$ cat src/design/wstd_pkg.sv
// Shared types and constants for the text frame deframer.
// No dependencies; every other design file imports this package.
`default_nettype none

package wstd_pkg;

    // One incoming beat: a raw frame byte and the end-of-frame marker.
    typedef struct packed {
        logic [7:0] frame_byte;
        logic       frame_end;
    } t_in_beat;

    // One outgoing beat: payload byte and end-of-frame status.
    typedef struct packed {
        logic [7:0] payload_byte;
        logic       byte_valid;
        logic       frame_done;
        logic [1:0] frame_status;
    } t_out_beat;

    // Frame status codes
    localparam logic [1:0] ST_OK     = 2'd0;
    localparam logic [1:0] ST_SHORT  = 2'd1;
    localparam logic [1:0] ST_NOTEXT = 2'd2;
    localparam logic [1:0] ST_TRUNC  = 2'd3;

    // Header field values
    localparam logic [3:0] OPCODE_TEXT = 4'h1;
    localparam logic [6:0] LEN_EXT16   = 7'd126;
    localparam logic [6:0] LEN_EXT64   = 7'd127;
    localparam logic [3:0] EXT16_BYTES = 4'd2;
    localparam logic [3:0] EXT64_BYTES = 4'd8;

endpackage

`default_nettype wire

$ cat src/design/wstd_in_stage.sv
// Input register stage: holds one received beat until the parser takes it.
// Depends on wstd_pkg for the input beat type.
`default_nettype none

module wstd_in_stage (
    input  wire                  i_clk,
    input  wire                  i_rst_n,
    input  wire                  i_valid,
    input  wstd_pkg::t_in_beat   i_beat,
    output logic                 o_stall,
    input  wire                  i_take,
    output logic                 o_valid,
    output wstd_pkg::t_in_beat   o_beat
);
    import wstd_pkg::*;

    logic     r_valid;
    t_in_beat r_beat;
    logic     accept;

    // Holding a beat the parser cannot take this cycle blocks the upstream side
    assign o_stall = r_valid && !i_take;
    assign accept  = i_valid && !o_stall;

    always_ff @(posedge i_clk) begin
        if (!i_rst_n) begin
            r_valid <= 1'b0;
        end else if (accept) begin
            r_valid <= 1'b1;
        end else if (i_take) begin
            r_valid <= 1'b0;
        end
    end

    always_ff @(posedge i_clk) begin
        if (accept) begin
            r_beat <= i_beat;
        end
    end

    assign o_valid = r_valid;
    assign o_beat  = r_beat;

endmodule

`default_nettype wire

$ cat src/design/wstd_parse.sv
// Header parser and payload counter: one byte per cycle unless output is full; state updated on take.
// Depends on wstd_pkg for beat types, status codes and header constants.
`default_nettype none

module wstd_parse (
    input  wire                  i_clk,
    input  wire                  i_rst_n,
    input  wire                  i_valid,
    input  wstd_pkg::t_in_beat   i_beat,
    input  wire                  i_out_free,
    output logic                 o_take,
    output logic                 o_res_valid,
    output wstd_pkg::t_out_beat  o_res
);
    import wstd_pkg::*;

    localparam logic [2:0] PH_HDR0    = 3'd0;
    localparam logic [2:0] PH_HDR1    = 3'd1;
    localparam logic [2:0] PH_EXT     = 3'd2;
    localparam logic [2:0] PH_PAYLOAD = 3'd3;
    localparam logic [2:0] PH_DROP    = 3'd4;

    logic [2:0]  r_phase,  n_phase;
    logic [3:0]  r_ext,    n_ext;
    logic [63:0] r_accum,  n_accum;
    logic [63:0] r_left,   n_left;
    logic [1:0]  r_sticky, n_sticky;

    logic [7:0]  b;
    logic        last;
    logic [6:0]  len7;
    logic [63:0] accum_sh;
    logic [3:0]  ext_dec;
    logic [63:0] left_dec;
    logic        left_last;
    logic        pay_valid;
    logic [1:0]  status;
    logic        has_res;

    assign b         = i_beat.frame_byte;
    assign last      = i_beat.frame_end;
    assign len7      = b[6:0];
    assign accum_sh  = {r_accum[55:0], b};
    assign ext_dec   = r_ext - 4'd1;
    assign left_dec  = r_left - 64'd1;
    // last payload byte: compare the count directly rather than after the decrement
    assign left_last = (r_left == 64'd1);

    always_comb begin
        n_phase   = r_phase;
        n_ext     = r_ext;
        n_accum   = r_accum;
        n_left    = r_left;
        n_sticky  = r_sticky;
        pay_valid = 1'b0;
        status    = ST_OK;

        case (r_phase)
            PH_HDR0: begin
                if (b[3:0] != OPCODE_TEXT) begin
                    n_sticky = ST_NOTEXT;
                    n_phase  = PH_DROP;
                end else begin
                    n_phase = PH_HDR1;
                end
                if (last) begin
                    status = ST_SHORT;
                end
            end
            PH_HDR1: begin
                if (len7 == LEN_EXT16 || len7 == LEN_EXT64) begin
                    n_ext   = (len7 == LEN_EXT16) ? EXT16_BYTES : EXT64_BYTES;
                    n_accum = 64'd0;
                    n_phase = PH_EXT;
                    if (last) begin
                        status = ST_SHORT;
                    end
                end else begin
                    n_left   = {57'd0, len7};
                    n_sticky = ST_OK;
                    n_phase  = (len7 == 7'd0) ? PH_DROP : PH_PAYLOAD;
                    if (last) begin
                        status = (len7 == 7'd0) ? ST_OK : ST_TRUNC;
                    end
                end
            end
            PH_EXT: begin
                n_accum = accum_sh;
                n_ext   = ext_dec;
                if (ext_dec == 4'd0) begin
                    n_left   = accum_sh;
                    n_sticky = ST_OK;
                    n_phase  = (accum_sh == 64'd0) ? PH_DROP : PH_PAYLOAD;
                    if (last) begin
                        status = (accum_sh == 64'd0) ? ST_OK : ST_TRUNC;
                    end
                end else if (last) begin
                    status = ST_SHORT;
                end
            end
            PH_PAYLOAD: begin
                pay_valid = 1'b1;
                n_left    = left_dec;
                if (left_last) begin
                    n_phase  = PH_DROP;
                    n_sticky = ST_OK;
                end
                if (last) begin
                    status = left_last ? ST_OK : ST_TRUNC;
                end
            end
            default: begin
                // dropping, and the unused codes behave the same
                if (last) begin
                    status = r_sticky;
                end
            end
        endcase

        // frame end puts every piece of state back to its reset value
        if (last) begin
            n_phase  = PH_HDR0;
            n_ext    = 4'd0;
            n_accum  = 64'd0;
            n_left   = 64'd0;
            n_sticky = ST_OK;
        end
    end

    // Beats that give no result need no room downstream
    assign has_res     = (r_phase == PH_PAYLOAD) || last;
    assign o_take      = i_valid && (!has_res || i_out_free);
    assign o_res_valid = o_take && has_res;

    always_comb begin
        o_res.payload_byte = pay_valid ? b : 8'd0;
        o_res.byte_valid   = pay_valid;
        o_res.frame_done   = last;
        o_res.frame_status = last ? status : ST_OK;
    end

    always_ff @(posedge i_clk) begin
        if (!i_rst_n) begin
            r_phase  <= PH_HDR0;
            r_ext    <= 4'd0;
            r_accum  <= 64'd0;
            r_left   <= 64'd0;
            r_sticky <= ST_OK;
        end else if (o_take) begin
            r_phase  <= n_phase;
            r_ext    <= n_ext;
            r_accum  <= n_accum;
            r_left   <= n_left;
            r_sticky <= n_sticky;
        end
    end

    a_end_clears: assert property (@(posedge i_clk) disable iff (!i_rst_n)
        (o_take && last) |=> (r_phase == PH_HDR0 && r_left == 64'd0 && r_ext == 4'd0))
        else $error("state not cleared after frame end");

    a_payload_has_left: assert property (@(posedge i_clk) disable iff (!i_rst_n)
        (r_phase == PH_PAYLOAD) |-> (r_left != 64'd0))
        else $error("payload phase with nothing left to count");

    a_ext_count_range: assert property (@(posedge i_clk) disable iff (!i_rst_n)
        (r_phase == PH_EXT) |-> (r_ext != 4'd0 && r_ext <= EXT64_BYTES))
        else $error("extended length count out of range");

endmodule

`default_nettype wire

$ cat src/design/wstd_out_stage.sv
// Result register: holds one output beat until the receiver takes it.
// Depends on wstd_pkg for the output beat type.
`default_nettype none

module wstd_out_stage (
    input  wire                  i_clk,
    input  wire                  i_rst_n,
    input  wire                  i_load,
    input  wstd_pkg::t_out_beat  i_beat,
    output logic                 o_free,
    output logic                 o_valid,
    input  wire                  i_stall,
    output wstd_pkg::t_out_beat  o_beat
);
    import wstd_pkg::*;

    logic      r_valid;
    t_out_beat r_beat;

    // Room for a new beat when empty or when the held one leaves this cycle
    assign o_free = !r_valid || !i_stall;

    always_ff @(posedge i_clk) begin
        if (!i_rst_n) begin
            r_valid <= 1'b0;
        end else if (i_load) begin
            r_valid <= 1'b1;
        end else if (!i_stall) begin
            r_valid <= 1'b0;
        end
    end

    always_ff @(posedge i_clk) begin
        if (i_load) begin
            r_beat <= i_beat;
        end
    end

    assign o_valid = r_valid;
    assign o_beat  = r_beat;

endmodule

`default_nettype wire

$ cat src/design/websocket_text_frame_deframer_top.sv
// Top level of the text frame deframer: input stage, parser, result register.
// Depends on wstd_pkg, wstd_in_stage, wstd_parse and wstd_out_stage.
//
// Usage: frame bytes enter on the input channel (i_in_valid / o_in_stall),
// one byte per beat, with frame_end set on the last byte of each frame.
// Payload bytes and the end-of-frame status leave on the output channel
// (o_out_valid / i_out_stall). Header and dropped bytes give no output
// beat unless they end a frame; a final byte gives frame_done with status
// ok, header short, not text or payload truncated.
// Path: an accepted byte is registered in the input stage, parsed
// combinationally, then held in the result register until taken.
// Throughput: one byte per cycle unless stalled; the parse state (the
// 64-bit payload countdown and length shift register) updates per byte.
// Reset: synchronous, active low; the parser returns to awaiting the
// first header byte and both stages empty. No clearing pass is needed.
// Stall: a stalled result holds in the output register; the parser
// still takes bytes that give no output, and the input register holds one
// more beat before o_in_stall rises.
`default_nettype none

module websocket_text_frame_deframer_top (
    input  wire                  i_clk,
    input  wire                  i_rst_n,
    input  wire                  i_in_valid,
    output logic                 o_in_stall,
    input  wstd_pkg::t_in_beat   i_in_beat,
    output logic                 o_out_valid,
    input  wire                  i_out_stall,
    output wstd_pkg::t_out_beat  o_out_beat
);
    import wstd_pkg::*;

    logic      s1_valid;
    t_in_beat  s1_beat;
    logic      take;
    logic      res_valid;
    t_out_beat res;
    logic      out_free;

    wstd_in_stage u_in (
        .i_clk   (i_clk),
        .i_rst_n (i_rst_n),
        .i_valid (i_in_valid),
        .i_beat  (i_in_beat),
        .o_stall (o_in_stall),
        .i_take  (take),
        .o_valid (s1_valid),
        .o_beat  (s1_beat)
    );

    wstd_parse u_parse (
        .i_clk       (i_clk),
        .i_rst_n     (i_rst_n),
        .i_valid     (s1_valid),
        .i_beat      (s1_beat),
        .i_out_free  (out_free),
        .o_take      (take),
        .o_res_valid (res_valid),
        .o_res       (res)
    );

    wstd_out_stage u_out (
        .i_clk   (i_clk),
        .i_rst_n (i_rst_n),
        .i_load  (res_valid),
        .i_beat  (res),
        .o_free  (out_free),
        .o_valid (o_out_valid),
        .i_stall (i_out_stall),
        .o_beat  (o_out_beat)
    );

    a_beat_meaningful: assert property (@(posedge i_clk) disable iff (!i_rst_n)
        o_out_valid |-> (o_out_beat.byte_valid || o_out_beat.frame_done))
        else $error("output beat carries neither payload nor status");

    a_status_only_at_end: assert property (@(posedge i_clk) disable iff (!i_rst_n)
        (o_out_valid && !o_out_beat.frame_done) |-> (o_out_beat.frame_status == ST_OK))
        else $error("status set on a beat that does not end a frame");

    a_byte_zero_when_idle: assert property (@(posedge i_clk) disable iff (!i_rst_n)
        (o_out_valid && !o_out_beat.byte_valid) |-> (o_out_beat.payload_byte == 8'd0))
        else $error("payload byte not zero on a status-only beat");

    a_no_load_when_full: assert property (@(posedge i_clk) disable iff (!i_rst_n)
        (o_out_valid && i_out_stall) |-> !res_valid)
        else $error("result loaded over a stalled output beat");

endmodule

`default_nettype wire
$ cat config.mk
export PLATFORM = sky130hd
export DESIGN_NAME = websocket_text_frame_deframer_top
export DESIGN_NICKNAME = d
export VERILOG_FILES = /design/src/design/wstd_pkg.sv /design/src/design/wstd_in_stage.sv /design/src/design/wstd_parse.sv /design/src/design/wstd_out_stage.sv /design/src/design/websocket_text_frame_deframer_top.sv
export SDC_FILE = /design/constraint.sdc
export NUM_CORES = 1
export LEC_CHECK = 0
export ABC_AREA = 0
export ABC_CLOCK_PERIOD_IN_PS = 5400
export BUFFER_PORTS_ARGS = -buffer_cell sky130_fd_sc_hd__clkbuf_2
export CORE_MARGIN = 2
export CORE_UTILIZATION = 38
export CTS_BUF_LIST = sky130_fd_sc_hd__clkbuf_8 sky130_fd_sc_hd__clkbuf_16
export CTS_CLUSTER_SIZE = 10
export DETAILED_ROUTE_END_ITERATION = 16
export GPL_TIMING_DRIVEN = 0
export PLACE_DENSITY_LB_ADDON = 0.1
export SYNTH_ARGS = -nofsm -noshare
export SYNTH_HDL_FRONTEND = slang
export SYNTH_SLANG_ARGS = --single-unit
$ cat constraint.sdc
create_clock -name i_clk -period 5.4 [get_ports i_clk]
set_input_delay 1.08 -clock i_clk [delete_from_list [all_inputs] [get_ports i_clk]]
set_output_delay 1.08 -clock i_clk [all_outputs]
set_load 0.005 [all_outputs]
==> impl_metrics.tcl <==
set metrics [dict create \
    syn_area_per_cell_um2 8.257 \
    ctsLongestPathBuffers 2 \
    outcome "completed" \
    synth_area_um2 7671 \
    drv_slew 0 \
    stdcell_area_um2 8717 \
    ant_nets 0 \
    start_util_pct 39.03 \
    peakVddDrop_v 0.0002275 \
    fin_nets 990 \
    grt_start_max_net_pins 17 \
    start_kind "flop" \
    drc 0 \
    r2r_end "u_parse.r_left[58]$_SDFFE_PN0P_" \
    yosysTopAreaCell "dfxtp_1" \
    grt_pass1_wl_mm 41.65 \
    tritoncts "yes" \
    finalCriticalPeriod_ps 3753 \
    finClkSkew_ps 10.69 \
    hold_viol 0 \
    p_total_uw 2524 \
    worst_pin_slew_ps 1310 \
    clk_pin_slew_ps 60 \
    yosys-top-cells-area "dfxtp_1 (34%), edfxtp_1 (8.2%), nand2_1 (6.5%)" \
    hold_path_class "flop to flop" \
    fin_tns_setup_ps 0 \
    portBuffers 25 \
    core_area_um2 19650 \
    vias_per_cell 5.952 \
    num_vias 7452 \
    leakage_uw 0.003118 \
    postCtsSetupRepairBufs 0 \
    max_freq_mhz 266.5 \
    gp_congestion 0.9232 \
    yosysMostFrequentCell "nand2_1" \
    cts_made_buffers 17 \
    synth_ff_type "dfxtp_1" \
    max_slew_margin_pct 12.67 \
    ios 27 \
    drive_gt1_share_pct 9.331 \
    dp_hpwl_mm 19.43 \
    fp-row-count 51 \
    holdBufCountCts 0 \
    holdCritStartpoint "u_parse.r_left[22]$_SDFFE_PN0P_" \
    synth_cells 929 \
    cp_max_fo 10 \
    finalCritPeriodShare_pct 69.49 \
    worstReg2RegStart "u_parse.r_ext[0]$_SDFFE_PN0P_" \
    placed_area_um2 8128 \
    cp-end-kind "output port" \
    synth_fp_nets 946 \
    overflow 0 \
    setup_viol 0 \
    yosysWarnings 0 \
    wl_per_cell_um 21.49 \
    rsz0062_at_grt "no" \
    reg2regPathDepth 10 \
    die_x_um 146.1 \
    synthArstFlopShare_pct 0 \
    crit_end "o_in_stall" \
    antenna_found_initial 1 \
    max_cap_violations 0 \
    ys_ff_latch 151 \
    synth_common_cells "nand2_1 (132), dfxtp_1 (130), nand3_1 (68), o21ai_0 (68), a21boi_0 (61)" \
    grt_pass1_vias 6973 \
    p_per_area_nw_per_um2 289.5 \
    cts_root_buf "clkbuf_16" \
    critPathArrivalTime_ps 2670 \
    grt_usage_pct 25.43 \
    syn2layout_area_growth_pct 13.64 \
    ys_types 73 \
    required_ps 4320 \
    cts_max_level 4 \
    synth_top_area_share_pct 33.93 \
    die_h_um 146.1 \
    clk_latency_ps 430 \
    drtPass1Iterations 7 \
    ys_seq_area_share_pct 42.15 \
    cts_resized 0 \
    dieArea_um2 21340 \
    synth_edf_count 21 \
    drt_iter0_drc 642 \
    r2r_setup_slack_ps 1990 \
    setup.worst_path.start "u_parse.r_phase[0]$_SDFFE_PN0P_" \
    path_class "flop to output port" \
    clock_sinks 151 \
    wl_mm 26.91 \
    post-route-util_pct 44.35 \
]
==> placed cells by master, fill, tap and decap left out, types with 6 or more instances in the layout <==
cell type and n:
clkbuf_16 17, o311ai_0 6, nor3_1 35, a32oi_1 18, nand3_1 68, o21ai_0 68
a22oi_1 12, or3_1 6, xnor2_1 8, nor3b_1 6, nor2b_1 10, buf_2 8
dfxtp_1 130, nor4_1 26, inv_1 15, a21oi_1 45, a221o_1 7, nand2_1 132
clkbuf_1 50, a21boi_0 61, and2_1 8, clkbuf_2 25, edfxtp_1 21, nor2_1 59
a31oi_1 6, nand4_1 6, and3_1 17
==> per-stage QoR <==
stage                     cells  worst slack (ps)  hold WS [ps]
after floorplan             929              2603         436.0
after CTS                  1251              1673         465.6
after detailed placement   1219              1527         456.8
after global routing       1251              1449         480.4
after global placement     1219              1486         463.7
final                      1252              1647         462.4
==> worst max-delay path, stage by stage, from the launching register on <==
cell      delay [ps]
dfxtp_1          350
clkbuf_1         510
nand2_1          170
clkbuf_1         270
inv_1            360
o21ai_0          200
nor2_1           230
clkbuf_2         150
==> per-layer routing <==
metal,global-route usage (%),part of all wire [%],routed length (um)
met5,0,0,0
met4,9.563,2.5,670
met3,5.156,6.5,1758
met2,37.41,43,11480
met1,36.70,48,12990
==> cell families (layout without fill, tap and decap cells) <==
kind of cell,count (synthesis),in the layout,synth area share (%)
other cells,0,1,0
simple gates,413,413,27.57
compound gates,267,267,23.50
xor+xnor,13,13,1.484
mux,2,2,0.2610
buf+inv,79,136,4.387
flops,151,151,42.15
fa+ha+maj,4,4,0.6524
==> worst min path at each step <==
| stage | to | cells past startpoint | slack [ps] |
|---|---|---|---|
| 4_1_cts | u_parse.r_left[22]$_SDFFE_PN0P_ | 2 | 470 |
| 3_3_place_gp | u_parse.r_left[22]$_SDFFE_PN0P_ | 2 | 460 |
| 5_1_grt | u_parse.r_left[22]$_SDFFE_PN0P_ | 2 | 480 |
| 6_report | u_parse.r_left[22]$_SDFFE_PN0P_ | 2 | 460 |
| 2_1_floorplan | u_parse.r_left[22]$_SDFFE_PN0P_ | 2 | 440 |
| 3_5_place_dp | u_parse.r_left[22]$_SDFFE_PN0P_ | 2 | 460 |
==> flip-flops by register name, summed over array words and instances, names as in the netlist, 3 cells and up <==
| name | cells |
|---|---|
| u_parse.r_ext | 4 |
| u_parse.r_accum | 56 |
| u_parse.r_phase | 3 |
| u_in.o_beat | 9 |
| u_parse.r_left | 64 |
| u_out.o_beat | 12 |
==> where the power goes <==
part | leakage (uW) | switching (uW) | internal (uW)
sequential | 0.00124 | 12.5 | 1150
combinational | 0.00159 | 98.4 | 48.3
clock | 0.000285 | 543 | 674
total | 0.00312 | 654 | 1870
==> layout make-up <==
class                           instances  area, um^2
Tap cell                              265       331.6
Sequential cell                       151        3233
Multi-Input combinational cell        699        4101
Timing Repair Buffer                   25       125.1
Fill cell                            2067       10940
Buffer                                 64       280.3
Clock buffer                           19       452.9
Inverter                               15       56.30
Antenna cell                            1       2.502
Clock inverter                         13       133.9
No activity file was read; power rests on OpenSTA's default activity.
